$ cat config.mk
export PLATFORM = sky130hd
export DESIGN_NAME = fixed_audio_to_pcm_mixer_unit
export DESIGN_NICKNAME = d
export VERILOG_FILES = /design/src/design/fapcm_pkg.sv /design/src/design/fapcm_lane.sv /design/src/design/fapcm_merge.sv /design/src/design/fixed_audio_to_pcm_mixer_unit.sv
export SDC_FILE = /design/constraint.sdc
export NUM_CORES = 1
export LEC_CHECK = 0
export BUFFER_PORTS_ARGS = -buffer_cell sky130_fd_sc_hd__buf_2
export CAP_MARGIN = 5
export CORE_MARGIN = 1
export CORE_UTILIZATION = 35
export CTS_CLUSTER_DIAMETER = 80
export CTS_CLUSTER_SIZE = 10
export DETAILED_ROUTE_END_ITERATION = 7
export HOLD_SLACK_MARGIN = 0.08
export PLACE_DENSITY = 0.64
export SLEW_MARGIN = 25
export SYNTH_ARGS = -nofsm -noshare
export SYNTH_HDL_FRONTEND = slang
export SYNTH_SLANG_ARGS = --single-unit
$ cat constraint.sdc
create_clock -name clk -period 6.6 [get_ports clk]
set_input_delay 1.32 -clock clk [delete_from_list [all_inputs] [get_ports clk]]
set_output_delay 1.32 -clock clk [all_outputs]
set_load 0.1 [all_outputs]
$ cat src/design/fapcm_pkg.sv
`timescale 1ns / 1ps
// ----------------------------------------------------------------------------
// fapcm_pkg
// Shared types and constants for the fixed-point to PCM frame converter.
// ----------------------------------------------------------------------------
package fapcm_pkg;

  localparam int FRAC_BITS_DEF = 28;
  localparam int SAMPLE_W      = 32;

  // configuration register indexes
  localparam logic [1:0] REG_SAMPLE_FORMAT   = 2'd0;
  localparam logic [1:0] REG_SOURCE_CHANNELS = 2'd1;
  localparam logic [1:0] REG_DEST_CHANNELS   = 2'd2;

  localparam logic [1:0] CH_MONO   = 2'd1;
  localparam logic [1:0] CH_STEREO = 2'd2;

  typedef enum logic [1:0] {
    FMT_U8  = 2'd0,
    FMT_S16 = 2'd1,
    FMT_S24 = 2'd2,
    FMT_S32 = 2'd3
  } fmt_t;

  typedef enum logic [1:0] {
    MODE_STEREO  = 2'd0,
    MODE_MONO    = 2'd1,
    MODE_UPMIX   = 2'd2,
    MODE_DOWNMIX = 2'd3
  } mode_t;

  typedef struct packed {
    mode_t mode;
    logic  last;
  } ctl_t;

  typedef struct packed {
    logic signed [SAMPLE_W-1:0] left_sample;
    logic signed [SAMPLE_W-1:0] right_sample;
    logic                       end_of_block;
  } in_word_t;

  typedef struct packed {
    logic signed [SAMPLE_W-1:0] first_out;
    logic signed [SAMPLE_W-1:0] second_out;
    logic [1:0]                 out_count;
    logic                       block_last;
  } out_word_t;

endpackage

$ cat src/design/fapcm_lane.sv
`timescale 1ns / 1ps
// ----------------------------------------------------------------------------
// fapcm_lane
// One sample lane: round and clip, then shift to the selected PCM format.
// ----------------------------------------------------------------------------
module fapcm_lane #(
  parameter int FRAC_BITS = fapcm_pkg::FRAC_BITS_DEF
) (
  input  logic                                 clk,
  input  logic                                 en_clip,
  input  logic                                 en_pcm,
  input  fapcm_pkg::fmt_t                      fmt,
  input  logic signed [fapcm_pkg::SAMPLE_W-1:0] sample,
  output logic [fapcm_pkg::SAMPLE_W-1:0]       pcm
);
  import fapcm_pkg::*;

  // two guard bits so rounding and the clip compare never wrap
  localparam int SW  = SAMPLE_W + 2;
  localparam int CW  = FRAC_BITS + 1;
  localparam int SH8  = FRAC_BITS - 7;
  localparam int SH16 = FRAC_BITS - 15;
  localparam int SH24 = FRAC_BITS - 23;
  localparam int SH32 = SAMPLE_W - 1 - FRAC_BITS;
  localparam logic signed [SW-1:0] ONE   = SW'(64'd1 << FRAC_BITS);
  localparam logic signed [SW-1:0] RND8  = SW'(64'd1 << (FRAC_BITS - 8));
  localparam logic signed [SW-1:0] RND16 = SW'(64'd1 << (FRAC_BITS - 16));
  localparam logic signed [SW-1:0] RND24 = SW'(64'd1 << (FRAC_BITS - 24));

  logic signed [SW-1:0] rnd;
  logic signed [SW-1:0] sum;
  logic signed [CW-1:0] clip_next;
  logic signed [CW-1:0] clip;
  logic signed [CW-1:0] sh8;
  logic signed [CW-1:0] sh16;
  logic signed [CW-1:0] sh24;
  logic [SAMPLE_W-1:0]  pcm_next;

  always_comb begin
    case (fmt)
      FMT_U8:  rnd = RND8;
      FMT_S16: rnd = RND16;
      FMT_S24: rnd = RND24;
      default: rnd = '0;
    endcase
    sum = SW'(sample) + rnd;
    if (sum >= ONE) begin
      clip_next = CW'(ONE - SW'(1));
    end else if (sum < -ONE) begin
      clip_next = CW'(-ONE);
    end else begin
      clip_next = CW'(sum);
    end
  end

  always_ff @(posedge clk) begin
    if (en_clip) begin
      clip <= clip_next;
    end
  end

  always_comb begin
    sh8  = clip >>> SH8;
    sh16 = clip >>> SH16;
    sh24 = clip >>> SH24;
    case (fmt)
      // adding 128 to an 8 bit signed value flips its top bit
      FMT_U8:  pcm_next = {{(SAMPLE_W-8){1'b0}}, ~sh8[7], sh8[6:0]};
      FMT_S16: pcm_next = {{(SAMPLE_W-16){sh16[15]}}, sh16[15:0]};
      FMT_S24: pcm_next = {{(SAMPLE_W-24){sh24[23]}}, sh24[23:0]};
      default: pcm_next = SAMPLE_W'(clip) << SH32;
    endcase
  end

  always_ff @(posedge clk) begin
    if (en_pcm) begin
      pcm <= pcm_next;
    end
  end

endmodule

$ cat src/design/fapcm_merge.sv
`timescale 1ns / 1ps
// ----------------------------------------------------------------------------
// fapcm_merge
// Combines the two lane results into one output word and holds it.
// ----------------------------------------------------------------------------
module fapcm_merge (
  input  logic                           clk,
  input  logic                           rst,
  input  logic                           lane_valid,
  input  fapcm_pkg::ctl_t                ctl,
  input  logic [fapcm_pkg::SAMPLE_W-1:0] pcm0,
  input  logic [fapcm_pkg::SAMPLE_W-1:0] pcm1,
  output logic                           lane_ready,
  output logic                           out_valid,
  input  logic                           out_ready,
  output fapcm_pkg::out_word_t           out_word
);
  import fapcm_pkg::*;

  logic      two;
  out_word_t word_next;

  assign lane_ready = !out_valid || out_ready;

  always_comb begin
    two = (ctl.mode == MODE_STEREO) || (ctl.mode == MODE_UPMIX);
    word_next.first_out  = pcm0;
    word_next.second_out = two ? pcm1 : '0;
    word_next.out_count  = two ? 2'd2 : 2'd1;
    word_next.block_last = ctl.last;
  end

  always_ff @(posedge clk) begin
    if (rst) begin
      out_valid <= 1'b0;
    end else if (lane_ready) begin
      out_valid <= lane_valid;
    end
  end

  always_ff @(posedge clk) begin
    if (lane_ready && lane_valid) begin
      out_word <= word_next;
    end
  end

endmodule

$ cat src/design/fixed_audio_to_pcm_mixer_unit.sv
`timescale 1ns / 1ps
// ----------------------------------------------------------------------------
// fixed_audio_to_pcm_mixer_unit
// Converts stereo fixed-point frames to PCM words with channel mixing.
// ----------------------------------------------------------------------------
// Usage:
//   in_word carries one frame (left, right, end_of_block) on valid/ready.
//   out_word carries one PCM frame (first, second, count, last) on
//   valid/ready. cfg_write/cfg_index/cfg_data set sample_format (0),
//   source_channels (1) and dest_channels (2); write them while idle.
//   An accepted word passes in turn through the registered stages input
//   select, round/clip, format shift and output register to out_valid.
//   Throughput: one word per cycle unless out_ready stalls; two lanes
//   convert a frame's two samples side by side; merge builds the output word.
//   A downmix sum is formed one bit wider than the samples.
//   Reset empties the pipeline and loads format 1 (signed 16) with two
//   source and two destination channels.
//   When the receiver stalls, each stage holds until the one after it
//   frees; bubbles are squeezed out, so in_ready drops only once all four
//   stages hold a word.
// ----------------------------------------------------------------------------
module fixed_audio_to_pcm_mixer_unit #(
  parameter int FRAC_BITS = fapcm_pkg::FRAC_BITS_DEF
) (
  input  logic                 clk,
  input  logic                 rst,
  input  logic                 in_valid,
  output logic                 in_ready,
  input  fapcm_pkg::in_word_t  in_word,
  output logic                 out_valid,
  input  logic                 out_ready,
  output fapcm_pkg::out_word_t out_word,
  input  logic                 cfg_write,
  input  logic [1:0]           cfg_index,
  input  logic [1:0]           cfg_data
);
  import fapcm_pkg::*;

  fmt_t       fmt;
  logic [1:0] src_ch;
  logic [1:0] dst_ch;

  always_ff @(posedge clk) begin
    if (rst) begin
      fmt    <= FMT_S16;
      src_ch <= CH_STEREO;
      dst_ch <= CH_STEREO;
    end else if (cfg_write) begin
      case (cfg_index)
        REG_SAMPLE_FORMAT:   fmt    <= fmt_t'(cfg_data);
        REG_SOURCE_CHANNELS: src_ch <= cfg_data;
        REG_DEST_CHANNELS:   dst_ch <= cfg_data;
        default: ;
      endcase
    end
  end

  // stage 0: channel mode and lane input select
  mode_t                      mode;
  logic signed [SAMPLE_W:0]   mix_sum;
  logic signed [SAMPLE_W-1:0] sel0_next;
  logic signed [SAMPLE_W-1:0] sel1_next;
  logic signed [SAMPLE_W-1:0] sel0;
  logic signed [SAMPLE_W-1:0] sel1;
  ctl_t                       ctl0;
  ctl_t                       ctl1;
  ctl_t                       ctl2;
  logic                       v0;
  logic                       v1;
  logic                       v2;
  logic                       rdy0;
  logic                       rdy1;
  logic                       rdy2;
  logic                       merge_rdy;
  logic [SAMPLE_W-1:0]        pcm0;
  logic [SAMPLE_W-1:0]        pcm1;

  always_comb begin
    if (src_ch == dst_ch) begin
      mode = (src_ch == CH_STEREO) ? MODE_STEREO : MODE_MONO;
    end else if (src_ch < dst_ch) begin
      mode = MODE_UPMIX;
    end else begin
      mode = MODE_DOWNMIX;
    end
    mix_sum   = (SAMPLE_W+1)'(in_word.left_sample) + (SAMPLE_W+1)'(in_word.right_sample);
    sel0_next = (mode == MODE_DOWNMIX) ? SAMPLE_W'(mix_sum >>> 1) : in_word.left_sample;
    sel1_next = (mode == MODE_UPMIX) ? in_word.left_sample : in_word.right_sample;
  end

  // a stage takes a new word when it is empty or its word moves on
  assign rdy2     = !v2 || merge_rdy;
  assign rdy1     = !v1 || rdy2;
  assign rdy0     = !v0 || rdy1;
  assign in_ready = rdy0;

  always_ff @(posedge clk) begin
    if (rst) begin
      v0 <= 1'b0;
      v1 <= 1'b0;
      v2 <= 1'b0;
    end else begin
      if (rdy0) v0 <= in_valid;
      if (rdy1) v1 <= v0;
      if (rdy2) v2 <= v1;
    end
  end

  always_ff @(posedge clk) begin
    if (rdy0) begin
      sel0      <= sel0_next;
      sel1      <= sel1_next;
      ctl0.mode <= mode;
      ctl0.last <= in_word.end_of_block;
    end
    if (rdy1) ctl1 <= ctl0;
    if (rdy2) ctl2 <= ctl1;
  end

  fapcm_lane #(.FRAC_BITS(FRAC_BITS)) u_lane0 (
    .clk     (clk),
    .en_clip (rdy1),
    .en_pcm  (rdy2),
    .fmt     (fmt),
    .sample  (sel0),
    .pcm     (pcm0)
  );

  fapcm_lane #(.FRAC_BITS(FRAC_BITS)) u_lane1 (
    .clk     (clk),
    .en_clip (rdy1),
    .en_pcm  (rdy2),
    .fmt     (fmt),
    .sample  (sel1),
    .pcm     (pcm1)
  );

  fapcm_merge u_merge (
    .clk        (clk),
    .rst        (rst),
    .lane_valid (v2),
    .ctl        (ctl2),
    .pcm0       (pcm0),
    .pcm1       (pcm1),
    .lane_ready (merge_rdy),
    .out_valid  (out_valid),
    .out_ready  (out_ready),
    .out_word   (out_word)
  );

endmodule

==> metrics.md <==
| Metric | Value |
|---|---|
| Post-route cell area | `0.01583 mm2` |
| Sequential area share after synthesis | `0.5804` |
| Clk sinks | `roughly 270` |
| Max Cap Viol | `0` |
| Placed Instance Area | `0.01498 mm2` |
| Primary FF master, synth | `edfxtp_1` |
| CP Class | `reg2reg` |
| Post-synth top area share | `0.5658` |
| DRC Markers | `0` |
| Crit. End Element | `flip-flop` |
| Worst-path maximum fanout | `40` |
| Initial antenna violation count | `0` |
| Post-synth EDFFs | `259` |
| Net count reported at finish | `1,375` |
| Gpl congestion | `0.8446` |
| CTS Buffer Depth | `3` |
| Setup Viol. Count Final | `0` |
| Wirelength per Cell | `~17 um` |
| ANT cells | `0` |
| Worst R2R Start | `fmt[1]` |
| Chip width | `approximately 200 um` |
| Final worst path period share | `0.6780` |
| Initial Util | `0.3557` |
| Maximum vdd ir drop | `0.0001901 V` |
| Pre-CTS worst setup slack | `~2100 ps` |
| Worst hold slack | `415.9 ps` |
| Die area | `0.04007 mm2` |
| H-tree depth | `1` |
| Largest cells by area after synthesis | `edfxtp_1, mux2_2, ha_1` |
| Cells after Synth | `1,125` |
| GRT Residual Overflow | `0` |
| Metal2 WL | `13,610 um` |
| Num CTS Buffers | `30` |
| Die Y | `between 200 and 250 um` |
| Yosys reg bits | `269` |
| Routed Antenna Nets | `0` |
| Share of cells above drive strength 1 | `0.2412` |
| CP Launch Point | `fmt[1]` |
| F_max | `around 0.22 GHz` |
| Final Hold Fails | `0` |
| Syn. warnings | `0` |
| Final min period | `4475 ps` |
| Worst setup margin | `around 2100 ps` |
| Via count of the first global-routing pass | `8,537` |
| Clk Latency, worst-skew pair | `between 500 and 600 ps` |
| CP arrival | `4710 ps` |
| Startpoint Class | `flip-flop` |
| Setup Fix Bufs, Post-CTS | `0` |
| Quantity of gates resized following cts | `0` |
| Status | `finished, final reports clean` |
| # hold bufs at CTS | `0` |
| RSZ-0062 raised after global routing | `false` |
| Syn_area_per_cell | `~12 um2` |
| Leading area contributor after synthesis | `edfxtp_1` |
| DPL Wire Length | `between 20,000 and 25,000 um` |
| Top Ports | `143` |
| Clk root buf | `clkbuf_16` |
| Library cells used by synthesis | `71` |
| Highest Signal Layer | `met4` |
| CP required | `6830 ps` |
| Iter 0 DRT Violations | `578` |
| Slew HR | `0.4099` |
| Syn-to-layout area delta | `15.16%` |
| Met3 wire len | `1602 um` |
| Worst Skew | `22.41 ps` |
| Num rows | `72` |
| Drt first pass iters | `7` |
| Fill count | `3,655` |
| Metal-1 WL | `between 10,000 and 15,000 um` |
| First-pass GRT wire length | `between 40,000 and 50,000 um` |
| Power per standard cell area | `288.1 mW/mm2` |
| Hold WC Path Type | `reg2reg` |
| Net Count, Synth | `approximately 1,200` |
| Reg clk slew, reported paths | `approximately 60 ps` |
| Largest net degree at the start of global routing | `68` |
| TNS Setup | `0 ps` |
| Core area | `0.03865 mm2` |
| Worst-margin pin slew | `882.1 ps` |
| Detailed-route wire length | `30,790 um` |
| Drt via density | `5.008` |
| Leak | `6.162 nW` |
| Post-synth ARST share | `0` |
| Hold path startpoint | `u_lane0.pcm[16]` |
| Syn Std Cell Area | `~0.014 mm2` |
| Via count | `8,969` |
| TritonCTS clock tree | `built` |
| Port Buffers | `roughly 140` |
| Pins Over Slew Limit | `0` |
| GR Util All Layers | `0.1504` |
[worst max-delay path, stage by stage (launching register included)]
cell and delay, ps:
dfxtp_1 310, buf_4 350, inv_1 100, nor2_1 690, ha_1 300, ha_1 270
o2111ai_2 160, a21oi_2 260, a21oi_2 120, or3_1 400, a211oi_2 330, a2bb2oi_4 700
o21ai_1 170
[area by class of cell]
type,count,area (um2),share of cell area
sequential,269,7979,0.5040
multi-input combinational,771,5439,0.3436
clock buffer,44,824.5,0.05209
timing repair buffer,154,808.3,0.05106
tap,518,648.1,0.04094
inverter,35,131.4,0.008299
[cell families (layout without fill, tap and decap cells)]
group | Yosys count | count (layout) | share of synthesized area
and+or+nand+nor | 307 | 307 | 0.1134
muxes | 76 | 76 | 0.06126
adders and majority gates | 40 | 40 | 0.03696
AOI/OAI and AO/OA | 281 | 281 | 0.1383
buffers and inverters | 85 | 233 | 0.02703
xor gates and xnor gates | 67 | 67 | 0.04269
DFF | 269 | 269 | 0.5804
[through the flow]
stage / utilization / std cells / power, W
final: 0.4096 / 1791 / 0.004561
after global routing: 0.4096 / 1791 / 0.004783
after CTS: 0.4090 / 1790 / 0.004614
after detailed placement: 0.3877 / 1746 / 0.003161
after floorplan: - / 1125 / 0.002908
after global placement: 0.3877 / 1746 / 0.003146
[synth_stat cells, types with 3 or more instances]
library cell	number
a211oi_1	6
a21o_1	15
a21oi_1	71
a21oi_2	5
a22o_1	5
a31oi_1	3
and2_1	7
and3_1	16
and4_1	8
buf_2	6
buf_6	6
clkbuf_1	36
dfxtp_1	10
edfxtp_1	259
ha_1	39
inv_1	35
mux2_2	45
mux2i_1	29
nand2_1	100
nand2b_1	8
nand3_1	30
nand3b_1	3
nand4_1	12
nor2_1	51
nor2b_1	39
nor3_1	6
nor3b_1	6
o211ai_1	3
o21a_1	6
o21ai_0	69
o21ai_1	20
o21ai_2	38
o311ai_0	3
o31ai_1	6
or2_2	8
or3_1	4
xnor2_1	35
xor2_1	32
[per-layer routing]
layer  GRT usage  vias to the layer above
met5           0                        -
li1            -                     4465
met2      0.2341                      234
met1      0.2178                     4223
met3     0.02376                       47
met4     0.03874                        0
[flip-flops by register name, indices dropped and copies added (netlist names), 2 cells and up]
signal,cells
sel1,32
src_ch,2
ctl0,2
fmt,2
u_lane0.pcm,32
sel0,32
u_merge.out_word,67
u_lane1.pcm,32
dst_ch,2
u_lane0.clip,29
ctl2,2
ctl1,2
u_lane1.clip,29
[cells in the final DEF (no fill, tap or decap), types with 15 or more instances in the layout]
| master | count |
|---|---|
| nand2_1 | 98 |
| clkbuf_16 | 31 |
| nand3_1 | 30 |
| nor2b_1 | 38 |
| inv_1 | 34 |
| o21ai_1 | 20 |
| buf_2 | 142 |
| o21ai_0 | 68 |
| xor2_1 | 32 |
| edfxtp_1 | 259 |
| nor2_1 | 51 |
| o21ai_2 | 37 |
| mux2i_1 | 29 |
| ha_1 | 39 |
| a21oi_1 | 70 |
| mux2_2 | 45 |
| a21o_1 | 15 |
| and3_1 | 16 |
| xnor2_1 | 35 |
[worst paths after layout]
path | cells past startpoint | end | slack [ps]
setup / recovery | 12 | u_lane1.clip[3] | 2130
hold / removal | 0 | u_merge.out_word[51] | 420
setup reg to reg | 12 | u_lane1.clip[3] | 2130
hold reg to reg | 0 | u_merge.out_word[51] | 420
[where the power goes]
part / switching [W] / total (W) / leakage, nW / internal [W]
Combinational: 0.000493 / 0.000800 / 3.05 / 0.000308
Clock: 0.000587 / 0.00143 / 0.397 / 0.000843
Sequential: 0.000148 / 0.00233 / 2.72 / 0.00218
Power figures use the tool's default switching activity.
